File: config.mk
export PLATFORM = sky130hd
export DESIGN_NAME = ssdi_ctrl
export DESIGN_NICKNAME = d
export VERILOG_FILES = /design/src/ssdi_pkg.sv /design/src/ssdi_ctrl.sv
export SDC_FILE = /design/constraint.sdc
export NUM_CORES = 1
export LEC_CHECK = 0
export BUFFER_PORTS_ARGS = -buffer_cell sky130_fd_sc_hd__buf_4
export CAP_MARGIN = 10
export CORE_AREA = 3 3 40 42
export CTS_CLUSTER_SIZE = 28
export DETAILED_ROUTE_END_ITERATION = 8
export DIE_AREA = 0 0 43 45
export PLACE_DENSITY_LB_ADDON = 0.25
export SLEW_MARGIN = 20
export SYNTH_ARGS = -nofsm -noshare
export SYNTH_HDL_FRONTEND = slang
export SYNTH_SLANG_ARGS = --single-unit
File: constraint.sdc
create_clock -name i_clk -period 2.32 [get_ports i_clk]
set_input_delay 0.116 -clock i_clk [delete_from_list [all_inputs] [get_ports i_clk]]
set_output_delay 0.116 -clock i_clk [all_outputs]
set_load 0.02 [all_outputs]
File: src/ssdi_pkg.sv
// Shared types, constants and fixed-point helpers for the stick/slip double integrator.
// No dependencies; compiled first.
`default_nettype none

package ssdi_pkg;

    localparam int VALUE_W     = 32;
    localparam int COEF_U_W    = VALUE_W - 1;
    localparam int OPCODE_W    = 2;
    localparam int MODE_W      = 2;
    localparam int CFG_IDX_W   = 3;
    localparam int FRAC_W      = 16;
    localparam int DECAY_FRAC_W = 30;
    localparam int MUL_A_W     = VALUE_W;
    localparam int MUL_B_W     = VALUE_W + 1;
    localparam int PROD_W      = MUL_A_W + MUL_B_W;
    localparam int RND16_W     = PROD_W - FRAC_W;
    localparam int RND30_W     = PROD_W - DECAY_FRAC_W;
    localparam int SUM_W       = RND16_W + 1;

    localparam logic signed [SUM_W-1:0] SAT_HI = SUM_W'((64'd1 << (VALUE_W - 1)) - 64'd1);
    localparam logic signed [SUM_W-1:0] SAT_LO = ~SAT_HI;
    localparam logic signed [VALUE_W-1:0] DECAY_RESET = VALUE_W'(64'd1 << DECAY_FRAC_W);

    typedef enum logic [OPCODE_W-1:0] {
        OP_INTEGRATE  = 2'd0,
        OP_INTEG_SAVE = 2'd1,
        OP_REDO       = 2'd2,
        OP_LOAD       = 2'd3
    } t_opcode;

    typedef enum logic [MODE_W-1:0] {
        MODE_STILL = 2'd0,
        MODE_POS   = 2'd1,
        MODE_NEG   = 2'd2
    } t_mode;

    typedef enum logic [CFG_IDX_W-1:0] {
        CFG_VELOCITY_DECAY   = 3'd0,
        CFG_INPUT_GAIN       = 3'd1,
        CFG_HALF_STEP        = 3'd2,
        CFG_STOP_GAIN        = 3'd3,
        CFG_STATIC_THRESHOLD = 3'd4,
        CFG_KINETIC_FRICTION = 3'd5
    } t_cfg_idx;

    typedef enum logic [3:0] {
        ST_IDLE,
        ST_LOAD,
        ST_MUL_STOP,
        ST_MUL_DECAY,
        ST_MUL_GAIN,
        ST_SUM_VEL,
        ST_MUL_HALF,
        ST_SUM_POS,
        ST_EMIT
    } t_state;

    typedef enum logic [1:0] {
        MS_STOP,
        MS_DECAY,
        MS_GAIN,
        MS_HALF
    } t_mul_sel;

    typedef enum logic [2:0] {
        CM_NONE,
        CM_MODE,
        CM_STOP,
        CM_ADV,
        CM_LOAD
    } t_commit;

    typedef struct packed {
        logic     capture;
        logic     mul_en;
        t_mul_sel mul_sel;
        logic     ues_en;
        logic     acc_en;
        logic     nv_en;
        t_commit  commit;
        logic     emit;
    } t_cmd;

    typedef struct packed {
        t_opcode op;
        logic    moving;
        logic    stop;
        logic    out_free;
    } t_status;

    typedef struct packed {
        t_opcode                    opcode;
        logic signed [VALUE_W-1:0]  accel;
        logic signed [VALUE_W-1:0]  load_position;
        logic signed [VALUE_W-1:0]  load_velocity;
        logic signed [VALUE_W-1:0]  load_prev_accel;
    } t_in_word;

    typedef struct packed {
        logic signed [VALUE_W-1:0]  velocity;
        logic signed [VALUE_W-1:0]  position;
        t_mode                      motion_mode;
        logic                       saturated;
    } t_out_word;

    typedef struct packed {
        logic signed [VALUE_W-1:0] value;
        logic                      ovf;
    } t_sat_res;

    function automatic t_sat_res sat_value(input logic signed [SUM_W-1:0] x);
        t_sat_res res;
        res.ovf = 1'b0;
        if (x > SAT_HI) begin
            res.value = SAT_HI[VALUE_W-1:0];
            res.ovf   = 1'b1;
        end else if (x < SAT_LO) begin
            res.value = SAT_LO[VALUE_W-1:0];
            res.ovf   = 1'b1;
        end else begin
            res.value = x[VALUE_W-1:0];
        end
        return res;
    endfunction

    // round half away from zero: bias by half, less one when negative, then shift
    function automatic logic signed [RND16_W-1:0] round16(input logic signed [PROD_W-1:0] p);
        logic [PROD_W-1:0] t;
        t = p + {{(PROD_W-FRAC_W){1'b0}}, ~p[PROD_W-1], {(FRAC_W-1){p[PROD_W-1]}}};
        return t[PROD_W-1:FRAC_W];
    endfunction

    function automatic logic signed [RND30_W-1:0] round30(input logic signed [PROD_W-1:0] p);
        logic [PROD_W-1:0] t;
        t = p + {{(PROD_W-DECAY_FRAC_W){1'b0}}, ~p[PROD_W-1],
                 {(DECAY_FRAC_W-1){p[PROD_W-1]}}};
        return t[PROD_W-1:DECAY_FRAC_W];
    endfunction

endpackage

`default_nettype wire

File: src/ssdi_ctrl.sv
// Step sequencer: walks one word through the shared multiplier and commits the result.
// Depends on ssdi_pkg; drives the datapath through t_cmd, reads t_status.
`default_nettype none

module ssdi_ctrl import ssdi_pkg::*; (
    input  logic    i_clk,
    input  logic    i_rst_n,
    input  logic    i_in_valid,
    output logic    o_in_ready,
    input  t_status i_status,
    output t_cmd    o_cmd
);

    t_state r_state;
    t_state n_state;

    always_ff @(posedge i_clk) begin
        if (!i_rst_n) begin
            r_state <= ST_IDLE;
        end else begin
            r_state <= n_state;
        end
    end

    always_comb begin
        n_state    = r_state;
        o_cmd      = '0;
        o_in_ready = 1'b0;
        unique case (r_state)
            ST_IDLE: begin
                o_in_ready = 1'b1;
                if (i_in_valid) begin
                    o_cmd.capture = 1'b1;
                    n_state = ST_MUL_STOP;
                end
            end
            ST_MUL_STOP: begin
                if (i_status.op == OP_LOAD) begin
                    n_state = ST_LOAD;
                end else if (i_status.op == OP_REDO) begin
                    n_state = ST_MUL_DECAY;
                end else begin
                    o_cmd.mul_en  = 1'b1;
                    o_cmd.mul_sel = MS_STOP;
                    n_state = ST_MUL_DECAY;
                end
            end
            ST_LOAD: begin
                o_cmd.commit = CM_LOAD;
                n_state = ST_EMIT;
            end
            ST_MUL_DECAY: begin
                o_cmd.mul_en  = 1'b1;
                o_cmd.mul_sel = MS_DECAY;
                o_cmd.ues_en  = 1'b1;
                n_state = ST_MUL_GAIN;
            end
            ST_MUL_GAIN: begin
                if (i_status.op != OP_REDO && !i_status.moving) begin
                    o_cmd.commit = CM_MODE;
                    n_state = ST_EMIT;
                end else if (i_status.op != OP_REDO && i_status.stop) begin
                    o_cmd.commit = CM_STOP;
                    n_state = ST_EMIT;
                end else begin
                    o_cmd.mul_en  = 1'b1;
                    o_cmd.mul_sel = MS_GAIN;
                    o_cmd.acc_en  = 1'b1;
                    n_state = ST_SUM_VEL;
                end
            end
            ST_SUM_VEL: begin
                o_cmd.nv_en = 1'b1;
                n_state = ST_MUL_HALF;
            end
            ST_MUL_HALF: begin
                o_cmd.mul_en  = 1'b1;
                o_cmd.mul_sel = MS_HALF;
                n_state = ST_SUM_POS;
            end
            ST_SUM_POS: begin
                o_cmd.commit = CM_ADV;
                n_state = ST_EMIT;
            end
            ST_EMIT: begin
                if (i_status.out_free) begin
                    o_cmd.emit = 1'b1;
                    n_state = ST_IDLE;
                end
            end
            default: begin
                n_state = ST_IDLE;
            end
        endcase
    end

`ifndef SYNTHESIS
    a_accept_leaves_idle: assert property (@(posedge i_clk) disable iff (!i_rst_n)
        (i_in_valid && o_in_ready) |=> !o_in_ready)
        else $error("input taken twice without finishing a step");
    a_emit_when_free: assert property (@(posedge i_clk) disable iff (!i_rst_n)
        o_cmd.emit |-> i_status.out_free)
        else $error("result emitted over an untaken word");
    a_one_commit_per_word: assert property (@(posedge i_clk) disable iff (!i_rst_n)
        (o_cmd.commit != CM_NONE) |=> (o_cmd.commit == CM_NONE))
        else $error("state committed in two consecutive cycles");
`endif

endmodule

`default_nettype wire

## After elaboration in Yosys (flattened, before gate mapping)

Cells that the tools add are included.

| word-level totals | value |
|---|---|
| flip-flop bits (word level) | 4 |
| output and inout bits | 12 |
| input port bits | 8 |
| word-level logic and storage cells | 44 |

| operators by class | value |
|---|---|
| equal/unequal tests | 13 |
| reductions and logical operators | 6 |
| multiplexer cells | 24 |

Operator list:

| cell | count |
|---|---|
| 4-bit one-hot mux with 8 select lines | 1 |
| 4-bit by 3-bit equality test with 1-bit output, second input constant | 4 |
| 4-bit two-way mux | 4 |
| 3-bit two-way mux | 4 |
| 3-bit one-hot mux with 4 select lines | 1 |
| 1-bit two-way mux | 10 |
| 3-bit one-hot mux with 3 select lines | 1 |
| 4-bit by 2-bit equality test with 1-bit output, second input constant | 2 |
| 2-bit two-way mux | 3 |
| 2-bit != test, second input constant | 3 |
| 2-bit equality test, second input constant | 2 |
| 4-bit by 1-bit equality test with 1-bit output, second input constant | 1 |
| 4-bit equality test, second input constant | 1 |
| 4-bit logical NOT | 1 |
| 1-bit logical AND | 2 |
| 2-bit AND reduction | 1 |
| 2-bit OR reduction | 1 |
| 1-bit logical NOT | 1 |

## Longest topological paths before layout

Gate-level depths: netlist of run 1.

| logic depth | value |
|---|---|
| depth in word-level cells | 5 |
| mapped depth | 4 |
| gate-level depth less buffers | 4 |

## Worst setup path before layout of run 1

OpenSTA, ideal clock, no wires.

| path | value |
|---|---|
| path kind | flip-flop to output port |
| start | reg r_state[2] |
| end | out o_cmd[10] (netlist bit) |
| stages on the path, launching flop included | 4 |
| setup slack | 0.867 ns |
| required time | 2.204 ns |
| path buffers | 1 |
| arrival | 1.337 ns |
| cell sequence | dfxtp_1 -> buf_6 -> nor4_2 -> and2_1 |

RTL lines:

| element | RTL line | RTL |
|---|---|---|
| from (decl) | ssdi_ctrl.sv:14 | `t_state r_state;` |
| from (signal assigned) | ssdi_ctrl.sv:21 | `r_state <= n_state;` |
| to (decl) | ssdi_ctrl.sv:11 | `output t_cmd o_cmd` |

==> summary.md, run 1 <==
| Metric | Value |
|---|---|
| Die footprint | `1940 µm²` |
| Core outline area | `approximately 1300 µm²` |
| Finished Cell Area | `558 µm²` |
| Height of the die | `between 40 and 50 µm` |
| Busiest layer in global routing | `met2` |
| Relative area change from synthesis to final layout | `34.3%` |
| Max-cap check violation count | `0` |
| Area after DPL | `536 µm²` |
| Post-detailed-route count of antenna-violating nets | `0` |
| Met3 Resource Use GR | `under 10%` |
| Highest attainable clock frequency | `571 MHz` |
| Leading area contributor after synthesis | `dfxtp_1` |
| Largest clock skew in the final design | `0.000518 ns` |
| Worst skew pair latency | `0.23 ns` |
| Setup repair after global routing missed its margin | `no` |
| Syn_nets | `60` |
| Sequential share of the synthesized area | `19.3%` |
| Initial Util | `about a third` |
| GR Util met1 | `14.5%` |
| Synth cell count leaders | `nor3_1 (6), a21oi_1 (4), dfxtp_1 (4), nand2b_1 (4)` |
| Path type of the worst setup path | `flop to output pin` |
| Mapped Area | `415 µm²` |
| Count of port buffers added during placement | `19` |
| Static leakage | `0.236 nW` |
| Hold-fix buffer count after cts | `0` |
| Floorplan row count | `13` |
| Maximum count of clock buffers along a single path | `2` |
| Top-area cell type share of the netlist area | `around a fifth` |
| Root buffer selected by CTS | `clkbuf_4` |
| Final sum of negative setup slack | `0 ns` |
| Run status | `completed` |
| TritonCTS clock tree | `yes` |
| Fin crit period | `1.75 ns` |
| Post CTS Setup Buffer Count | `0` |
| Clock-pin slew on the worst setup and hold paths | `0.04 ns` |
| Instance count of the mapped netlist | `52` |
| Maximum number of pins on one net before global-route repair | `16` |
| Kind of end point of the critical path | `output pin` |
| Routed length per placed instance | `11.4 µm` |
| Num CTS Buffers | `3` |
| Final net count | `80` |
| Worst vdd rail ir drop | `283 µV` |
| Warnings from Yosys | `0` |
| DR iter-0 viols | `4` |
| Placed wire-length estimate | `713 µm` |
| Count of endpoints failing setup in the final report | `0` |
| Wire length of the first global-routing pass | `1590 µm` |
| Diode count | `0` |
| Gp weighted congestion | `~0.71` |
| Final wirelength | `973 µm` |
| Gr ovfl total | `0` |
| Via count of the first global-routing pass | `~360` |
| Top reg by flops | `r_state` |
| Met2 track demand over resource | `15.9%` |
| Core utilization of the finished layout | `43.4%` |
| Post-synthesis cell type count | `28` |
| Most used flip-flop cell after synthesis | `dfxtp_1` |
| Top fanout value on the critical path | `15` |
| Cell Pwr Density | `478 nW/µm²` |
| Relative slew slack | `63.8%` |
| Number of flops mapped to enable cells by yosys | `0` |
| Fraction of synthesis flops using an asynchronous set or reset pin | `0%` |
| Ports placed on the boundary | `20` |
| Width of the die | `43 µm` |
| Largest registers | `r_state x4` |
| Via/cell ratio | `approximately 4.8` |
| Most frequent cell after synthesis | `nor3_1` |
| H-tree depth | `1` |
| Avg Synthesized Cell Area | `7.99 µm²` |
| Number of pins with negative max-slew slack in the final report | `0` |
| Number of vias in the routed layout | `approximately 410` |
| CP startpoint kind | `flop` |
| DRC violations left | `0` |
| Fraction of the cycle the final worst path needs | `75.5%` |
| Transition at the pin with the smallest max-transition slack | `0.542 ns` |
| CTS Sinks | `4` |
| Antenna violations before repair | `0` |
| Top cells by area, synth | `dfxtp_1 (19%), buf_6 (8.1%), nor3_1 (7.2%), nand2b_1 (6.0%), a21oi_1 (4.8%)` |
| Number of hold violations in the final report | `0` |
| Tot GR Track Use | `11.4%` |
| Count of cells resized by post-cts repair | `0` |
| Critical Path AT | `1.64 ns` |
| Max reg flops | `4` |
| Data required time at the worst endpoint | `around 2.2 ns` |
| Fraction of final layout cells with drive strength greater than 1 | `44.3%` |
| Number of detailed-routing iterations run before antenna repair | `4` |
| Worst Hold Class | `input port to flop` |
| Register bit count reported by yosys | `4` |
layer usage:
metal | wire length, µm | part of all wire (%)
met2 | 397 | 41
met5 | 0 | 0
met1 | 469 | 48
met3 | 106 | 11
met4 | 0 | 0
per-stage QoR:
step	hold slack, ns	power [mW]	setup slack, ns	cells
final	0.120	0.267	0.568	85
after global routing	0.112	0.288	0.428	85
after CTS	0.114	0.271	0.559	85
after detailed placement	0.359	0.183	0.815	82
after global placement	0.353	0.183	0.859	82
after floorplan	0.249	0.155	0.867	52
layout make-up:
type | count | area, µm²
flip-flops and latches | 4 | 80.1
multi-input cells | 42 | 287
well taps | 15 | 18.8
inverters | 2 | 7.51
clock buffers | 3 | 22.5
repair buffers | 19 | 143
fillers | 143 | 727
layout by cell type, fill, tap and decap left out, drive strengths merged:
master,count
a2111oi,1
a21oi,6
a22o,1
a311o,1
and2,1
and3b,1
buf,19
clkbuf,3
dfxtp,4
inv,2
mux2i,1
nand2,3
nand2b,5
nand3,2
nand4,1
nor2,5
nor2b,1
nor3,6
nor3b,1
nor4,1
o21ai,1
o32ai,1
xnor2,2
xor2,1
worst max-delay path, stage by stage (launching register included):
cell       delay (ns)
dfxtp_1          0.65
nand2b_1         0.18
a21oi_1          0.07
a2111oi_2        0.30
buf_4            0.20
final timing paths:
check	from	to	slack, ns	cells past startpoint
max	r_state[0]$_SDFFE_PN0P_	o_cmd[9]	0.57	4
max reg2reg	r_state[2]$_SDFFE_PN0P_	r_state[3]$_SDFFE_PN0P_	0.97	3
min reg2reg	r_state[2]$_SDFFE_PN0P_	r_state[1]$_SDFFE_PN0P_	0.71	2
min	i_rst_n	r_state[3]$_SDFFE_PN0P_	0.12	2
power by group:
group          switching (mW)  leakage [nW]  internal, mW  total (mW)
Clock                  0.0276        0.0138        0.0578      0.0854
Combinational          0.0438         0.190        0.0452      0.0890
Sequential             0.0182        0.0327        0.0739      0.0922
cell families after synthesis:
kind of cell | synth area share [%]
xor+xnor | 6.33
simple gates | 38.9
flops | 19.3
buf+inv | 11.7
compound gates | 21.4
mux | 2.41
Note: power is estimated with default switching activity, not from simulation.
==> inputs of run 2 (changes only) <==
clock period = 1.8 ns   (was 2.32 ns; I/O delays follow)
==> run 2 against run 1 <==
Clock skew rose by 0.00055 ns. Critical path depth fell by 1. Global-route usage rose by 0.75 points. Non-clock buffer count rose by 1. First-iteration DRC count rose by 50%. Hold slack got worse by 0.018 ns. Sequential share of layout area fell by 0.19 points. Routed wire length rose by 5.9%. Cell area rose by 1.3%. Setup slack got worse by 0.35 ns.
==> summary.md, run 2 (synthesis results as in run 1) <==
| Metric | Value |
|---|---|
| Layout fillers | `138` |
| Final sum of negative setup slack | `0 ns` |
| Gp weighted congestion | `approximately 0.76` |
| Number of cells on the worst hold path | `2` |
| Floorplan row count | `13` |
| CP startpoint kind | `flop` |
| Data required time at the worst endpoint | `1.71 ns` |
| Top fanout value on the critical path | `13` |
| Worst vdd rail ir drop | `228 µV` |
| Count of cells resized by post-cts repair | `0` |
| Detailed route wirelength on metal3 | `approximately 90 µm` |
| Highest attainable clock frequency | `~630 MHz` |
| Fin Hold WS | `around 0.1 ns` |
| Number of pins with negative max-slew slack in the final report | `0` |
| Routed met2 length | `slightly below 500 µm` |
| Routed length per placed instance | `12.0 µm` |
| Largest registers | `r_state x4` |
| Wire length of the first global-routing pass | `between 1500 and 2000 µm` |
| H-tree depth | `1` |
| Die footprint | `1940 µm²` |
| Highest-count cells in the layout ignoring fill and taps | `buf_4 (20), nor3_1 (6), nand2b_1 (4), a21oi_1 (4), dfxtp_1 (4)` |
| Clock-pin slew on the worst setup and hold paths | `roughly 0.040 ns` |
| DRC violations left | `0` |
| Post-detailed-route count of antenna-violating nets | `0` |
| Top routing layer in use | `met3` |
| Top delay family on crit path | `flip-flops` |
| Worst Hold Class | `input port to flop` |
| Final wirelength | `1030 µm` |
| TritonCTS clock tree | `yes` |
| Fin crit period | `1.59 ns` |
| Library cell contributing the largest single delay on the critical path | `dfxtp_1` |
| Overall Power | `0.345 mW` |
| Maximum number of pins on one net before global-route repair | `14` |
| Most common library cell in the layout ignoring fill and taps | `buf_4` |
| Beginning of the worst hold path | `i_rst_n` |
| CTS Sinks | `4` |
| Gr ovfl total | `0` |
| Area after DPL | `~540 µm²` |
| Hold-fix buffer count after cts | `0` |
| Max-cap check violation count | `0` |
| Run status | `completed` |
| Maximum count of clock buffers along a single path | `2` |
| Setup repair after global routing missed its margin | `no` |
| Post CTS Setup Buffer Count | `0` |
| Final net count | `81` |
| Antenna violations before repair | `0` |
| Number of hold violations in the final report | `0` |
| Placed wire-length estimate | `779 µm` |
| Tot GR Track Use | `12.2%` |
| Number of detailed-routing iterations run before antenna repair | `4` |
| Cells along the critical path | `a21oi_1, a2111oi_2, buf_4` |
| Ports placed on the boundary | `20` |
| Count of cells along the worst register-to-register path | `4` |
| Static leakage | `approximately 0.24 nW` |
| Critical path's largest stage delay | `0.62 ns` |
| Critical R2R Launch | `r_state[2]$_SDFFE_PN0P_` |
| Worst setup path start | `r_state[1]$_SDFFE_PN0P_` |
| Kind of end point of the critical path | `output pin` |
| Finished Cell Area | `566 µm²` |
| Via count of the first global-routing pass | `just under 400` |
| Worst skew pair latency | `0.23 ns` |
| Count of endpoints failing setup in the final report | `0` |
| Max reg flops | `4` |
| DR iter-0 viols | `6` |
| Fraction of the cycle the final worst path needs | `88.1%` |
| Num CTS Buffers | `3` |
| Core outline area | `between 1000 and 1500 µm²` |
| Area occupied by registers | `between 80 and 90 µm²` |
| Number of vias in the routed layout | `441` |
| Height of the die | `45 µm` |
| Instance count on the critical path | `3` |
| Root buffer selected by CTS | `clkbuf_4` |
| Count of port buffers added during placement | `19` |
| Width of the die | `43 µm` |
| Cell Pwr Density | `roughly 600 nW/µm²` |
| Diode count | `0` |
| Path type of the worst setup path | `flop to output pin` |
| Area taken by multi-input logic gates | `287 µm²` |
| Initial Util | `32.3%` |
| CP Buf/Inv Count | `1` |
| Relative area change from synthesis to final layout | `36.1%` |
| Top reg by flops | `r_state` |
| Critical Path AT | `1.50 ns` |
| Fraction of final layout cells with drive strength greater than 1 | `45.1%` |
| Via/cell ratio | `5.13` |
| Relative slew slack | `65.5%` |
| Largest clock skew in the final design | `between 0.001 and 0.0015 ns` |
| Transition at the pin with the smallest max-transition slack | `about 0.52 ns` |
| Detailed-routing wirelength on met1 | `456 µm` |
==> run 2: layer usage <==
layer  up-vias  track usage, %
li1        225               -
met5         -               0
met1       198            15.4
met2        18            17.7
met4         0            7.23
met3         0            4.38
==> run 2: worst paths after layout <==
path | end | slack [ns]
setup / recovery | o_cmd[9] | 0.21
hold / removal | r_state[3]$_SDFFE_PN0P_ | 0.10
setup reg to reg | r_state[1]$_SDFFE_PN0P_ | 0.53
hold reg to reg | r_state[1]$_SDFFE_PN0P_ | 0.71
==> run 2: power breakdown <==
group	internal [mW]	leakage, nW	switching, mW
combinational	0.0604	0.195	0.0604
sequential	0.0953	0.0327	0.0208
clock	0.0744	0.0138	0.0341
==> run 2: final cells by class <==
class / count / share of cell area [%]
Multi-Input combinational cell: 42 / 50.7
Timing Repair Buffer: 20 / 26.5
Sequential cell: 4 / 14.2
Clock buffer: 3 / 3.98
Tap cell: 15 / 3.32
Inverter: 2 / 1.33
==> run 2: metrics by stage <==
stage               std cells  util (%)  worst slack [ns]
floorplan                  52         -             0.373
global placement           83      42.3             0.466
detailed placement         83      42.3             0.452
CTS                        86      44.0             0.192
global route               86      44.0            0.0560
finish                     86      44.0             0.213
==> inputs of run 3 (changes only) <==
clock period = 1.68 ns   (was 1.8 ns; I/O delays follow)
==> run 3 against run 2 <==
Die area unchanged. Power up 8.7%. Global-route usage down 0.34 points. Routed wire length down 2.5%. First-iteration DRC count down 50%. Critical path depth unchanged. Clock-buffer cell count unchanged. Via count down 1.8%. Clock skew up 0.0016 ns. Non-clock buffer count up 1. Largest power group unchanged. Highest routed layer is now met4.
==> summary.md, run 3 (synthesis results as in run 1) <==
| Metric | Value |
|---|---|
| Run status | `completed` |
| Critical Path AT | `1.47 ns` |
| Final sum of negative setup slack | `0 ns` |
| Cells along the critical path | `a21oi_1, a2111oi_2, buf_4` |
| Ports placed on the boundary | `20` |
| Post-detailed-route count of antenna-violating nets | `0` |
| Library cell contributing the largest single delay on the critical path | `dfxtp_1` |
| Final net count | `82` |
| Path type of the worst setup path | `flop to output pin` |
| Relative area change from synthesis to final layout | `38.3%` |
| TritonCTS clock tree | `yes` |
| Highest-count cells in the layout ignoring fill and taps | `buf_4 (21), nor3_1 (6), nand2b_1 (4), a21oi_1 (4)` |
| Die footprint | `between 1500 and 2000 µm²` |
| Worst vdd rail ir drop | `284 µV` |
| Final wirelength | `about 1000 µm` |
| Fin crit period | `about 1.6 ns` |
| Critical path's largest stage delay | `0.64 ns` |
| Height of the die | `45 µm` |
| Setup repair after global routing missed its margin | `no` |
| Cell Pwr Density | `654 nW/µm²` |
| Finished Cell Area | `574 µm²` |
| Initial Util | `approximately 32%` |
| Via count of the first global-routing pass | `roughly 380` |
| Overall Power | `0.376 mW` |
| Count of port buffers added during placement | `19` |
| Core outline area | `roughly 1300 µm²` |
| Kind of end point of the critical path | `output pin` |
| Root buffer selected by CTS | `clkbuf_4` |
| DRC violations left | `0` |
| Top delay family on crit path | `flip-flops` |
| Layout fillers | `137` |
| Number of vias in the routed layout | `433` |
| Top reg by flops | `r_state` |
| Data required time at the worst endpoint | `roughly 1.6 ns` |
| Count of endpoints failing setup in the final report | `0` |
| CTS Sinks | `4` |
| Area after DPL | `between 500 and 600 µm²` |
| CP startpoint kind | `flop` |
| H-tree depth | `1` |
| Area taken by multi-input logic gates | `287 µm²` |
| Diode count | `0` |
| Detailed route wirelength on metal3 | `76 µm` |
| Highest attainable clock frequency | `644 MHz` |
| Most common library cell in the layout ignoring fill and taps | `buf_4` |
| Width of the die | `43 µm` |
| DR iter-0 viols | `3` |
| Number of hold violations in the final report | `0` |
| CP Buf/Inv Count | `1` |
| Top fanout value on the critical path | `12` |
| Routed met2 length | `421 µm` |
| Gr ovfl total | `0` |
| Clock-pin slew on the worst setup and hold paths | `0.04 ns` |
| Maximum number of pins on one net before global-route repair | `13` |
| Via/cell ratio | `4.98` |
| Relative slew slack | `65.0%` |
| Fraction of the cycle the final worst path needs | `92.5%` |
| Placed wire-length estimate | `785 µm` |
| Max reg flops | `4` |
| Static leakage | `0.247 nW` |
| Worst skew pair latency | `0.23 ns` |
| Antenna violations before repair | `0` |
| Routed length per placed instance | `11.5 µm` |
| Maximum count of clock buffers along a single path | `2` |
| Worst Hold Class | `input port to flop` |
| Fraction of final layout cells with drive strength greater than 1 | `between 40% and 50%` |
| Largest clock skew in the final design | `0.00271 ns` |
| Wire length of the first global-routing pass | `1750 µm` |
| Tot GR Track Use | `11.8%` |
| Number of pins with negative max-slew slack in the final report | `0` |
| Max-cap check violation count | `0` |
| Area occupied by registers | `81.3 µm²` |
| Hold-fix buffer count after cts | `0` |
| Num CTS Buffers | `3` |
| Number of detailed-routing iterations run before antenna repair | `4` |
| Largest registers | `r_state x4` |
| Top routing layer in use | `met4` |
| Detailed-routing wirelength on met1 | `496 µm` |
| Transition at the pin with the smallest max-transition slack | `0.524 ns` |
| Floorplan row count | `13` |
| Gp weighted congestion | `about 0.74` |
## run 3: path summary, 6_finish.rpt
path | from | end | slack (ns) | cells after the start
min reg2reg | r_state[0]$_SDFFE_PN0P_ | r_state[0]$_SDFFE_PN0P_ | 0.58 | 1
max | r_state[2]$_SDFFE_PN0P_ | o_cmd[9] | 0.13 | 3
min | i_rst_n | r_state[3]$_SDFFE_PN0P_ | 0.08 | 2
max reg2reg | r_state[2]$_SDFFE_PN0P_ | r_state[3]$_SDFFE_PN0P_ | 0.33 | 3
## run 3: layout make-up
cell class                 instances  area share (%)
multi-input combinational         42            49.9
timing repair buffer              21            27.5
sequential                         4            14.2
clock buffer                       3            3.92
tap                               15            3.27
inverter                           2            1.31
## run 3: what timing repair did
| action | in CTS | in global routing |
|---|---|---|
| buffers inserted | 0 | 0 |
| endpoints found under the setup margin | 0 | 2 |
| resized for setup | 0 | 1 |
## run 3: through the flow
step                      hold slack [ns]  util (%)  cells  setup slack [ns]
final                              0.0848      44.7     87             0.127
after global routing               0.0941      44.7     87            0.0138
after CTS                          0.0776      44.6     87            0.0591
after detailed placement            0.330      42.8     84             0.313
after global placement              0.322      42.8     84             0.316
after floorplan                     0.217         -     52             0.259
## run 3: power by group
group	switching [mW]	internal, mW
Combinational	0.0660	0.0680
Clock	0.0378	0.0798
Sequential	0.0213	0.103
Total	0.125	0.250
## run 3: layer usage
| metal | track usage, % | up-vias |
|---|---|---|
| met5 | 0 | - |
| met4 | 3.61 | 0 |
| met3 | 3.98 | 2 |
| met2 | 18.0 | 16 |
| met1 | 15.9 | 187 |
| li1 | - | 228 |
